[src/design/rse_pkg.sv]
// rse_pkg: shared types, constants and helpers for the rpn stack evaluator
// no dependencies
package rse_pkg;

  localparam int STACK_DEPTH = 16;
  localparam int WORD_BITS   = 32;
  localparam int CMDQ_DEPTH  = 4;

  localparam int ADDR_W = $clog2(STACK_DEPTH);
  localparam int CNT_W  = $clog2(STACK_DEPTH + 1);

  typedef logic [WORD_BITS-1:0] word_t;

  localparam logic [7:0] CH_SPACE = 8'd32;
  localparam logic [7:0] CH_MUL   = 8'd42;
  localparam logic [7:0] CH_ADD   = 8'd43;
  localparam logic [7:0] CH_SUB   = 8'd45;
  localparam logic [7:0] CH_DIV   = 8'd47;
  localparam logic [7:0] CH_ZERO  = 8'd48;
  localparam logic [7:0] CH_NINE  = 8'd57;

  typedef enum logic [2:0] {
    OP_NONE,
    OP_MUL,
    OP_ADD,
    OP_SUB,
    OP_DIV
  } op_e;

  typedef enum logic [1:0] {
    ST_OK,
    ST_UNDER,
    ST_OVER,
    ST_DIVZERO
  } status_e;

  typedef struct packed {
    logic  push;
    logic  show;
    logic  last;
    op_e   op;
    word_t val;
  } cmd_t;

  function automatic logic [31:0] to_out32(word_t w);
    return 32'(w);
  endfunction

endpackage

[src/design/rse_ram.sv]
// rse_ram: generic single write port ram with registered read
// no dependencies
module rse_ram #(
  parameter int WIDTH = 32,
  parameter int DEPTH = 16
) (
  input  logic                     clk_i,
  input  logic                     we_i,
  input  logic [$clog2(DEPTH)-1:0] waddr_i,
  input  logic [WIDTH-1:0]         wdata_i,
  input  logic [$clog2(DEPTH)-1:0] raddr_i,
  output logic [WIDTH-1:0]         rdata_o
);

  logic [WIDTH-1:0] mem_q [DEPTH];
  logic [WIDTH-1:0] rdata_q;

  always_ff @(posedge clk_i) begin
    if (we_i) begin
      mem_q[waddr_i] <= wdata_i;
    end
    rdata_q <= mem_q[raddr_i];
  end

  assign rdata_o = rdata_q;

endmodule

[src/design/rse_front.sv]
// rse_front: accepts characters, builds pending numbers, queues commands
// depends on rse_pkg
module rse_front (
  input  logic          clk_i,
  input  logic          rst_ni,
  input  logic          push,
  output logic          full,
  input  logic [7:0]    ch_i,
  input  logic          last_i,
  output logic          cmd_valid_o,
  output rse_pkg::cmd_t cmd_o,
  input  logic          cmd_pop_i
);
  import rse_pkg::*;

  localparam int QP_W = $clog2(CMDQ_DEPTH);
  localparam int QC_W = $clog2(CMDQ_DEPTH + 1);

  cmd_t            q_mem_q [CMDQ_DEPTH];
  logic [QP_W-1:0] wr_ptr_q, rd_ptr_q;
  logic [QC_W-1:0] q_cnt_q;

  word_t accum_q, accum_d;
  logic  pend_q, pend_d;

  logic  accept, enq, is_digit;
  cmd_t  cmd_new;
  word_t accum_next;

  assign full     = (q_cnt_q == QC_W'(CMDQ_DEPTH));
  assign accept   = push && !full;
  assign is_digit = (ch_i >= CH_ZERO) && (ch_i <= CH_NINE);
  assign accum_next = (accum_q << 3) + (accum_q << 1) + word_t'(ch_i - CH_ZERO);

  always_comb begin
    cmd_new      = '0;
    cmd_new.last = last_i;
    cmd_new.op   = OP_NONE;
    cmd_new.val  = accum_q;
    accum_d      = accum_q;
    pend_d       = pend_q;
    enq          = 1'b0;
    priority if (is_digit) begin
      accum_d      = accum_next;
      pend_d       = 1'b1;
      cmd_new.show = 1'b1;
      cmd_new.val  = accum_next;
      enq          = last_i;
    end else if (ch_i == CH_SPACE) begin
      cmd_new.push = pend_q;
      accum_d      = '0;
      pend_d       = 1'b0;
      enq          = pend_q || last_i;
    end else if (ch_i == CH_MUL || ch_i == CH_ADD || ch_i == CH_SUB || ch_i == CH_DIV) begin
      cmd_new.push = pend_q;
      accum_d      = '0;
      pend_d       = 1'b0;
      enq          = 1'b1;
      unique case (ch_i)
        CH_MUL:  cmd_new.op = OP_MUL;
        CH_ADD:  cmd_new.op = OP_ADD;
        CH_SUB:  cmd_new.op = OP_SUB;
        default: cmd_new.op = OP_DIV;
      endcase
    end else begin
      cmd_new.show = pend_q;
      enq          = last_i;
    end
    if (last_i) begin
      accum_d = '0;
      pend_d  = 1'b0;
    end
  end

  always_ff @(posedge clk_i or negedge rst_ni) begin
    if (!rst_ni) begin
      accum_q  <= '0;
      pend_q   <= 1'b0;
      wr_ptr_q <= '0;
      rd_ptr_q <= '0;
      q_cnt_q  <= '0;
    end else begin
      if (accept) begin
        accum_q <= accum_d;
        pend_q  <= pend_d;
      end
      if (accept && enq) begin
        wr_ptr_q <= wr_ptr_q + 1'b1;
      end
      if (cmd_pop_i && cmd_valid_o) begin
        rd_ptr_q <= rd_ptr_q + 1'b1;
      end
      q_cnt_q <= q_cnt_q + QC_W'(accept && enq) - QC_W'(cmd_pop_i && cmd_valid_o);
    end
  end

  always_ff @(posedge clk_i) begin
    if (accept && enq) begin
      q_mem_q[wr_ptr_q] <= cmd_new;
    end
  end

  assign cmd_valid_o = (q_cnt_q != '0);
  assign cmd_o       = q_mem_q[rd_ptr_q];

endmodule

[src/design/rse_div.sv]
// rse_div: iterative unsigned restoring divider, one quotient bit per cycle
// depends on rse_pkg
module rse_div (
  input  logic           clk_i,
  input  logic           rst_ni,
  input  logic           start_i,
  input  rse_pkg::word_t dividend_i,
  input  rse_pkg::word_t divisor_i,
  output logic           done_o,
  output rse_pkg::word_t quotient_o
);
  import rse_pkg::*;

  localparam int SC_W = $clog2(WORD_BITS + 1);

  word_t           rem_q, quo_q, dvs_q;
  logic [SC_W-1:0] step_q;
  logic            busy_q, done_q;

  logic [WORD_BITS:0] shifted, diff;
  logic               ge;

  assign shifted = {rem_q, quo_q[WORD_BITS-1]};
  assign diff    = shifted - {1'b0, dvs_q};
  assign ge      = (shifted >= {1'b0, dvs_q});

  always_ff @(posedge clk_i or negedge rst_ni) begin
    if (!rst_ni) begin
      busy_q <= 1'b0;
      done_q <= 1'b0;
      step_q <= '0;
    end else begin
      done_q <= 1'b0;
      if (start_i) begin
        busy_q <= 1'b1;
        step_q <= SC_W'(WORD_BITS);
      end else if (busy_q) begin
        step_q <= step_q - 1'b1;
        if (step_q == SC_W'(1)) begin
          busy_q <= 1'b0;
          done_q <= 1'b1;
        end
      end
    end
  end

  always_ff @(posedge clk_i) begin
    if (start_i) begin
      rem_q <= '0;
      quo_q <= dividend_i;
      dvs_q <= divisor_i;
    end else if (busy_q) begin
      rem_q <= ge ? diff[WORD_BITS-1:0] : shifted[WORD_BITS-1:0];
      quo_q <= {quo_q[WORD_BITS-2:0], ge};
    end
  end

  assign done_o     = done_q;
  assign quotient_o = quo_q;

endmodule

[src/design/rse_back.sv]
// rse_back: executes queued commands on the operand stack, holds the result item
// depends on rse_pkg, rse_ram, rse_div
module rse_back (
  input  logic          clk_i,
  input  logic          rst_ni,
  input  logic          cmd_valid_i,
  input  rse_pkg::cmd_t cmd_i,
  output logic          cmd_pop_o,
  output logic          empty,
  input  logic          pop,
  output logic [31:0]   value_o,
  output logic [1:0]    status_o
);
  import rse_pkg::*;

  localparam logic [3:0] S_IDLE = 4'd0;
  localparam logic [3:0] S_PUSH = 4'd1;
  localparam logic [3:0] S_OP   = 4'd2;
  localparam logic [3:0] S_RDB  = 4'd3;
  localparam logic [3:0] S_EXEC = 4'd4;
  localparam logic [3:0] S_DIV  = 4'd5;
  localparam logic [3:0] S_WB   = 4'd6;
  localparam logic [3:0] S_END  = 4'd7;
  localparam logic [3:0] S_RES  = 4'd8;

  logic [3:0]       state_q, state_d;
  logic [CNT_W-1:0] cnt_q, cnt_d;
  status_e          err_q, err_d;
  cmd_t             cmd_q, cmd_d;
  word_t            b_q, b_d, res_q, res_d;
  logic             neg_q, neg_d;

  logic        out_valid_q, out_valid_d;
  logic [31:0] out_value_q, out_value_d;
  status_e     out_status_q, out_status_d;

  logic              we;
  logic [ADDR_W-1:0] waddr, raddr, top_idx, nos_idx;
  word_t             wdata, rdata;
  logic              div_start, div_done;
  word_t             div_a, div_b, div_q;
  logic [CNT_W-1:0]  cnt_m1, cnt_m2;

  assign cnt_m1  = cnt_q - 1'b1;
  assign cnt_m2  = cnt_q - 2'd2;
  assign top_idx = cnt_m1[ADDR_W-1:0];
  assign nos_idx = cnt_m2[ADDR_W-1:0];

  rse_ram #(
    .WIDTH (WORD_BITS),
    .DEPTH (STACK_DEPTH)
  ) u_stack (
    .clk_i   (clk_i),
    .we_i    (we),
    .waddr_i (waddr),
    .wdata_i (wdata),
    .raddr_i (raddr),
    .rdata_o (rdata)
  );

  rse_div u_div (
    .clk_i      (clk_i),
    .rst_ni     (rst_ni),
    .start_i    (div_start),
    .dividend_i (div_a),
    .divisor_i  (div_b),
    .done_o     (div_done),
    .quotient_o (div_q)
  );

  assign div_a = rdata[WORD_BITS-1] ? (~rdata + 1'b1) : rdata;
  assign div_b = b_q[WORD_BITS-1] ? (~b_q + 1'b1) : b_q;

  always_comb begin
    state_d      = state_q;
    cnt_d        = cnt_q;
    err_d        = err_q;
    cmd_d        = cmd_q;
    b_d          = b_q;
    res_d        = res_q;
    neg_d        = neg_q;
    out_valid_d  = out_valid_q && !pop;
    out_value_d  = out_value_q;
    out_status_d = out_status_q;
    cmd_pop_o    = 1'b0;
    we           = 1'b0;
    waddr        = cnt_q[ADDR_W-1:0];
    wdata        = cmd_q.val;
    raddr        = top_idx;
    div_start    = 1'b0;
    unique case (state_q)
      S_IDLE: begin
        if (cmd_valid_i) begin
          cmd_pop_o = 1'b1;
          cmd_d     = cmd_i;
          state_d   = S_PUSH;
        end
      end
      S_PUSH: begin
        if (cmd_q.push && err_q == ST_OK) begin
          if (cnt_q == CNT_W'(STACK_DEPTH)) begin
            err_d = ST_OVER;
          end else begin
            we    = 1'b1;
            cnt_d = cnt_q + 1'b1;
          end
        end
        state_d = S_OP;
      end
      S_OP: begin
        if (cmd_q.op == OP_NONE || err_q != ST_OK) begin
          state_d = S_END;
        end else if (cnt_q < CNT_W'(2)) begin
          err_d   = ST_UNDER;
          state_d = S_END;
        end else begin
          state_d = S_RDB;
        end
      end
      S_RDB: begin
        b_d     = rdata;
        raddr   = nos_idx;
        state_d = S_EXEC;
      end
      S_EXEC: begin
        unique case (cmd_q.op)
          OP_MUL: begin
            res_d   = rdata * b_q;
            state_d = S_WB;
          end
          OP_ADD: begin
            res_d   = rdata + b_q;
            state_d = S_WB;
          end
          OP_SUB: begin
            res_d   = rdata - b_q;
            state_d = S_WB;
          end
          default: begin
            if (b_q == '0) begin
              err_d   = ST_DIVZERO;
              state_d = S_END;
            end else begin
              neg_d     = rdata[WORD_BITS-1] ^ b_q[WORD_BITS-1];
              div_start = 1'b1;
              state_d   = S_DIV;
            end
          end
        endcase
      end
      S_DIV: begin
        if (div_done) begin
          res_d   = neg_q ? (~div_q + 1'b1) : div_q;
          state_d = S_WB;
        end
      end
      S_WB: begin
        we      = 1'b1;
        waddr   = nos_idx;
        wdata   = res_q;
        cnt_d   = cnt_m1;
        state_d = S_END;
      end
      S_END: begin
        state_d = cmd_q.last ? S_RES : S_IDLE;
      end
      S_RES: begin
        if (!out_valid_q || pop) begin
          out_valid_d  = 1'b1;
          out_status_d = err_q;
          out_value_d  = '0;
          if (err_q == ST_OK) begin
            priority if (cmd_q.show) begin
              out_value_d = to_out32(cmd_q.val);
            end else if (cnt_q != '0) begin
              out_value_d = to_out32(rdata);
            end else begin
              out_status_d = ST_UNDER;
            end
          end
          cnt_d   = '0;
          err_d   = ST_OK;
          state_d = S_IDLE;
        end
      end
      default: state_d = S_IDLE;
    endcase
  end

  always_ff @(posedge clk_i or negedge rst_ni) begin
    if (!rst_ni) begin
      state_q     <= S_IDLE;
      cnt_q       <= '0;
      err_q       <= ST_OK;
      out_valid_q <= 1'b0;
    end else begin
      state_q     <= state_d;
      cnt_q       <= cnt_d;
      err_q       <= err_d;
      out_valid_q <= out_valid_d;
    end
  end

  always_ff @(posedge clk_i) begin
    cmd_q        <= cmd_d;
    b_q          <= b_d;
    res_q        <= res_d;
    neg_q        <= neg_d;
    out_value_q  <= out_value_d;
    out_status_q <= out_status_d;
  end

  assign empty    = !out_valid_q;
  assign value_o  = out_value_q;
  assign status_o = out_status_q;

endmodule

[src/design/rpn_stack_evaluator.sv]
// rpn_stack_evaluator: characters taken one per cycle unless 4-entry command queue is full
// queued commands step through S_IDLE, S_PUSH, S_OP and S_END; + - * add S_RDB, S_EXEC, S_WB
// and / adds S_DIV (32-step iterative divider); S_RES registers the last command's result item
// the stack memory is bounded by its count and needs no clearing pass
// rst_ni clears the front accumulator, queue pointers, stack count, error and output valid
// depends on rse_pkg, rse_front, rse_back
module rpn_stack_evaluator (
  input  logic        clk_i,
  input  logic        rst_ni,
  input  logic        push,
  output logic        full,
  input  logic [7:0]  ch_i,
  input  logic        last_i,
  output logic        empty,
  input  logic        pop,
  output logic [31:0] value_o,
  output logic [1:0]  status_o
);
  import rse_pkg::*;

  logic cmd_valid, cmd_pop;
  cmd_t cmd;

  rse_front u_front (
    .clk_i       (clk_i),
    .rst_ni      (rst_ni),
    .push        (push),
    .full        (full),
    .ch_i        (ch_i),
    .last_i      (last_i),
    .cmd_valid_o (cmd_valid),
    .cmd_o       (cmd),
    .cmd_pop_i   (cmd_pop)
  );

  rse_back u_back (
    .clk_i       (clk_i),
    .rst_ni      (rst_ni),
    .cmd_valid_i (cmd_valid),
    .cmd_i       (cmd),
    .cmd_pop_o   (cmd_pop),
    .empty       (empty),
    .pop         (pop),
    .value_o     (value_o),
    .status_o    (status_o)
  );

  a_err_value_zero: assert property (@(posedge clk_i) disable iff (!rst_ni)
    (!empty && status_o != ST_OK) |-> (value_o == '0))
    else $error("result carries nonzero value with error status");

  a_cmd_held: assert property (@(posedge clk_i) disable iff (!rst_ni)
    (cmd_valid && !cmd_pop) |=> cmd_valid)
    else $error("queued command lost without being taken");

  a_pop_only_valid: assert property (@(posedge clk_i) disable iff (!rst_ni)
    cmd_pop |-> cmd_valid)
    else $error("back end took a command from an empty queue");

endmodule

[config.mk]
export PLATFORM = sky130hd
export DESIGN_NAME = rpn_stack_evaluator
export DESIGN_NICKNAME = d
export VERILOG_FILES = /design/src/design/rse_pkg.sv /design/src/design/rse_ram.sv /design/src/design/rse_front.sv /design/src/design/rse_div.sv /design/src/design/rse_back.sv /design/src/design/rpn_stack_evaluator.sv
export SDC_FILE = /design/constraint.sdc
export NUM_CORES = 2
export LEC_CHECK = 0
export ABC_AREA = 1
export BUFFER_PORTS_ARGS = -buffer_cell sky130_fd_sc_hd__buf_2
export CAP_MARGIN = 20
export CORE_MARGIN = 3
export CORE_UTILIZATION = 30
export CTS_CLUSTER_SIZE = 40
export DETAILED_ROUTE_END_ITERATION = 8
export MAX_ROUTING_LAYER = met4
export PLACE_DENSITY = 0.44
export SETUP_SLACK_MARGIN = 0.3
export SLEW_MARGIN = 10
export SYNTH_ARGS = -nofsm -noshare
export SYNTH_HDL_FRONTEND = slang
export SYNTH_SLANG_ARGS = --single-unit
[constraint.sdc]
create_clock -name clk_i -period 7.5 [get_ports clk_i]
set_input_delay 1.5 -clock clk_i [delete_from_list [all_inputs] [get_ports clk_i]]
set_output_delay 1.5 -clock clk_i [all_outputs]
set_load 0.03 [all_outputs]
Word level (Yosys, flattened, before mapping). Memory sizes are Yosys's and may differ from the RTL's. A register that Yosys moved wholly into a read port is not among the register bits. Index checks and enable logic that the tools add are counted. W data, S select, Z words.

Register bits after elaboration: 255. Bits in writable memories: 664. Bits of input ports: 13. Output and inout port bits: 36. Word-level logic and storage cells: 196. Memories kept: 2.

Add/sub/neg operators: 17. Multiply operators: 1. Magnitude comparators: 4. Equal/unequal tests: 30. Mux-type cells: 79. Bitwise operators: 6. Reduce and logical (&&, ||, !) cells: 36.

Memory list: u_back.u_stack.mem_q (depth 16, bits a word 32, read ports 1, clocked after memory_dff 1, write ports 1, line rse_ram.sv:15) `logic [WIDTH-1:0] mem_q [DEPTH];`; u_front.q_mem_q (depth 4, bits a word 38, read ports 1, clocked after memory_dff 1, write ports 1, line rse_front.sv:19) `cmd_t q_mem_q [CMDQ_DEPTH];`.

Operator list (number): $mux W32 (14); $add A32 B1 Y32 const B (3); $add A32 B32 Y32 (3); $not A32 Y32 (3); $pmux W32 S3 (1); $pmux W32 S2 (1); $sub A32 B32 Y32 (2); $eq A8 B6 Y1 const B (5); $pmux W4 S9 (1); $ge A33 B32 Y1 (1); $logic_not A32 Y1 (1); $mul A32 B32 Y32 (1); $mux W4 (8); $mux W31 (1); $mux W1 (29); $mux W2 (11); $eq A4 B3 Y1 const B (4); $mux W5 (3); $pmux W5 S3 (1); $mux W3 (4); $mux W6 (2); $ne A2 B1 Y1 const B (5); $ne A2 B2 Y1 const B (5); $pmux W3 S3 (1); 39 further kinds (63).

Depth between registers and ports, before layout.
Word-level depth: 10. Gate-level depth with buffers: 36. Depth with buffers taken out: 34.

Cells and area by module. Synthesis repeated with hierarchy kept, for this count alone.

Cells, all modules: 8162. Area total of the unflattened synthesis: 68677.1 um2.

Modules (own cells, without submodules): rse_back (instances 1, cells an instance 3858, area an instance 28164.5 um2, sequential area each 4414.2 um2); rse_ram (instances 1, cells an instance 2120, area an instance 22730.6 um2, sequential area each 16015.4 um2); rse_front (instances 1, cells an instance 1192, area an instance 10739.0 um2, sequential area each 5565.3 um2); rse_div (instances 1, cells an instance 992, area an instance 7043.0 um2, sequential area each 2762.6 um2).

Worst setup path after synthesis. No wires, ideal clock.

Path type: reg2reg. Start point: reg u_back.b_q[6]. End point: reg u_back.res_q[26] (data pin). Library setup time: 0.256 ns. Arrival: 6.652 ns. Data required time: 7.244 ns. Setup slack: 0.592 ns. Stages on the path, launching flop included: 33. Path buffers: 2. Clock period less this slack: 6.908 ns. Cells stage by stage: edfxtp_1 -> clkbuf_1 -> buf_1 -> nand2_1 -> inv_1 -> fa_1 -> fa_1 -> fa_1 -> inv_1 -> fa_1 -> inv_1 -> fa_1 -> inv_1 -> fa_1 -> inv_1 -> fa_1 -> fa_1 -> ha_1 -> nand2_1 -> inv_1 -> nand2_1 -> nor3_1 -> nand4_1 -> nand3_1 -> nand3_1 -> nand2_1 -> nand2_1 -> nand2_1 -> nand2_1 -> nand2_1 -> o21ai_0 -> nand2_1 -> nand2_1.

Word-level cells in the longest chain between the ends: 3. Elaborated cells between the ends (all ways): 5. Those cells by class: 2 x add/sub; 1 x mul; 2 x mux.

RTL lines: from (decl) (line rse_back.sv:30) `word_t b_q, b_d, res_q, res_d;`; from (signal assigned) (line rse_back.sv:206) `b_q <= b_d;`; $mul A32 B32 Y32 (tied with other cells) (line rse_back.sv:128) `res_d = rdata * b_q;`; $pmux W32 S3 (*) (line rse_back.sv:126) `unique case (cmd_q.op)`; $pmux W32 S2 (*) (line rse_back.sv:91) `unique case (state_q)`; net u_back.res_d[26] (line rse_back.sv:30); to (signal assigned) (line rse_back.sv:207) `res_q <= res_d;`; to (decl) (line rse_back.sv:30).

Mark *: on every way through the listed nets, which the timed path passes. The rest lies on a longest branch. A chain may end at the register's enable or synchronous reset.

Final worst setup path.
Start point: reg u_back.b_q[2]. End point: reg u_back.res_q[21] (data pin).

Same word-level chain as after synthesis.

==> out/qor.yml <==
worst_hold_path:
  hp-class: "flip-flop to flip-flop"
  min_path_cells: 2
placed_design:
  gp_congestion: 0.906
  io_buffers: 48
  hpwl_mm: 152
die:
  rows: 169
  die_h_um: 469
  core_um2: 213000
  start_util: 0.302
  dieArea_um2: 220000
  boundaryPins: 49
  dieWidth_um: 469
logic_synthesis:
  async_flop_share: 0.0607
  synth_edf_count: 865
  ys_types: 58
  syn_area_um2: 64200
  yosysWarnings: 0
  synth.top_cell.area_share: 0.405
  ys_ff_latch: 989
  syn_area_per_cell_um2: 9.22
  synth_nets: 7651
  synth_top_area_cell: "edfxtp_1"
  synth_commonest_cells: "nand2_1, inv_1, edfxtp_1"
  synth-seq-area-share: 0.448
  syn_inst: 6961
  synth_ff_type: "edfxtp_1"
  post-synth-top-count-cell: "nand2_1"
  synthTopCellsByArea: "edfxtp_1, fa_1, nand2_1"
critical_path:
  start_kind: "flip-flop"
  worstPathArrival_ns: 7.42
  cp.required_ns: 7.94
  end_kind: "flip-flop"
  path_max_fanout: 8
  path_class: "flip-flop to flip-flop"
  r2r_cells: 23
global_route:
  grt_usage: 0.205
  antenna_found_initial: 4
  grt_pass1_wl_mm: 326
  grt_overflow_total: 0
  grt_pass1_vias: 47900
  grt_max_degree: 161
clock_network:
  numClockSinks: 989
  cts_made_buffers: 109
  ctsHtreeMaxLevel: 3
  cts_tree: "built"
  clk_pin_slew_worst_paths_ns: 0.06
  clock_latency_ns: 0.77
  clockBufferDepth: 3
  cts-root-buf: "clkbuf_16"
  hold_buffers: 0
sta:
  period_share: 0.931
  fin_crit_ns: 6.98
  finalHoldViolations: 0
  finalClockSkew_ns: 0.0918
  maxSlewViolCount: 0
  setup_viol: 0
  hold_slack_ns: 0.477
  fmax_mhz: 143
  relSlewSlack: 0.188
  worstMarginPinSlew_ns: 1.21
  rsz0062_at_grt: "no"
  setup_tns_ns: 0
layout:
  syn2layout_area_growth_pct: 13.3
  drive_above_1_share: 0.0786
  nets: 7671
routing:
  antenna_left: 0
  first_pass_iters: 6
  via_per_inst: 4.92
  vias: 48600
  drc_errors: 0
  drt_iter0_markers: 4019
  wl_mm: 223
  wl_per_cell_um: 22.5
job:
  maxCapViolations: 0
status:
  status: "completed"
-- worst paths after layout --
kind	startpoint	end	slack [ns]
max in group asynchronous	rst_ni	u_front.rd_ptr_q[1]$_DFFE_PN0P_	5.86
worst max register to register	u_back.b_q[2]$_DFFE_PP_	u_back.res_q[21]$_DFFE_PP_	0.52
worst min-delay path	u_back.u_div.rem_q[29]$_SDFFE_PP0P_	u_back.u_div.rem_q[29]$_SDFFE_PP0P_	0.48
min in group asynchronous	rst_ni	u_front.accum_q[15]$_DFFE_PN0P_	0.95
worst max-delay path	u_back.b_q[2]$_DFFE_PP_	u_back.res_q[21]$_DFFE_PP_	0.52
worst min register to register	u_back.u_div.rem_q[29]$_SDFFE_PP0P_	u_back.u_div.rem_q[29]$_SDFFE_PP0P_	0.48
-- timing repair --
action / 4_1_cts / 5_1_grt
endpoints found under the setup margin: 5 / 8
pin swaps: 0 / 11
buffers inserted: 10 / 17
gates cloned: 0 / 4
resized for setup: 2 / 42
-- routing by layer --
metal	vias to the layer above	wire length, um	part of all wire	global-route usage
met1	24300	104000	0.47	0.283
met5	-	0	0	-
li1	22800	-	-	-
met2	1243	104000	0.47	0.325
met3	261	9160	0.041	0.0190
met4	0	6270	0.028	0.0535
-- stage by stage --
step / cell area, um^2 / worst slack (ns) / instances / utilization
global placement: 68500 / 0.246 / 9657 / 0.322
global route: 72700 / 0.296 / 9894 / 0.342
CTS: 72200 / 0.317 / 9872 / 0.340
floorplan: 64200 / 0.592 / 6961 / -
detailed placement: 68500 / 0.228 / 9660 / 0.322
finish: 72700 / 0.517 / 9895 / 0.342
-- worst max-delay path: stages, from the launching register on --
cell	delay, ns
edfxtp_1	0.46
buf_12	0.19
nand2_1	0.07
inv_1	0.05
fa_1	0.53
inv_1	0.05
fa_1	0.53
fa_1	0.44
fa_1	0.49
inv_1	0.05
fa_1	0.50
inv_1	0.06
fa_1	0.53
inv_1	0.05
fa_1	0.49
fa_2	0.65
ha_4	0.23
a21o_1	0.21
a31oi_1	0.14
o21ai_1	0.13
buf_4	0.16
o21ai_1	0.20
o21ai_1	0.14
mux2_2	0.29
-- final cells by class --
type,instances,area [um^2]
fillers,21800,140000
clock inverters,54,586
well taps,2821,3530
diodes,2,5.00
inverters,1119,4210
clock buffers,148,3060
repair buffers,261,2350
flip-flops and latches,989,28800
multi-input cells,4501,30200
-- placed cells by master, fill, tap and decap left out, drive strengths merged, types with 7 or more instances in the layout --
cell and n:
a21o 18, a21oi 243, a31oi 30, buf 257, bufinv 8, clkbuf 152
clkinv 40, clkinvlp 7, dfrtp 60, dfxtp 64, edfxtp 865, fa 440
ha 237, inv 1118, nand2 1413, nand3 175, nand3b 22, nand4 33
nor2 635, nor3 45, nor4 22, o211ai 26, o21ai 772, o21bai 14
o221ai 58, o22ai 140, or2 15, xnor2 47, xor2 76
-- kinds of logic after synthesis --
kind of cell	count (synthesis)	share of synthesized area
AO/OA/AOI/OAI	1338	0.116
XOR/XNOR	123	0.0168
adder cells (fa/ha/maj)	677	0.183
buffers and inverters	1471	0.0879
flip-flops	989	0.448
multiplexers	1	0.000175
AND/OR/NAND/NOR	2362	0.148
-- sequential cells by signal (all words and copies together), names as in the netlist, 6 cells and up --
| register | cells |
|---|---|
| u_back.b_q | 32 |
| u_back.cmd_q | 38 |
| u_back.res_q | 32 |
| u_back.u_div.dvs_q | 32 |
| u_back.u_div.quotient_o | 32 |
| u_back.u_div.rem_q | 32 |
| u_back.u_div.step_q | 6 |
| u_back.u_stack.mem_q | 512 |
| u_back.u_stack.rdata_o | 32 |
| u_back.value_o | 32 |
| u_front.accum_q | 32 |
| u_front.q_mem_q | 152 |
Power is left out: the tool's default activity adds up to more than one toggle a clock period on the data nets, which glitch-free logic cannot reach.
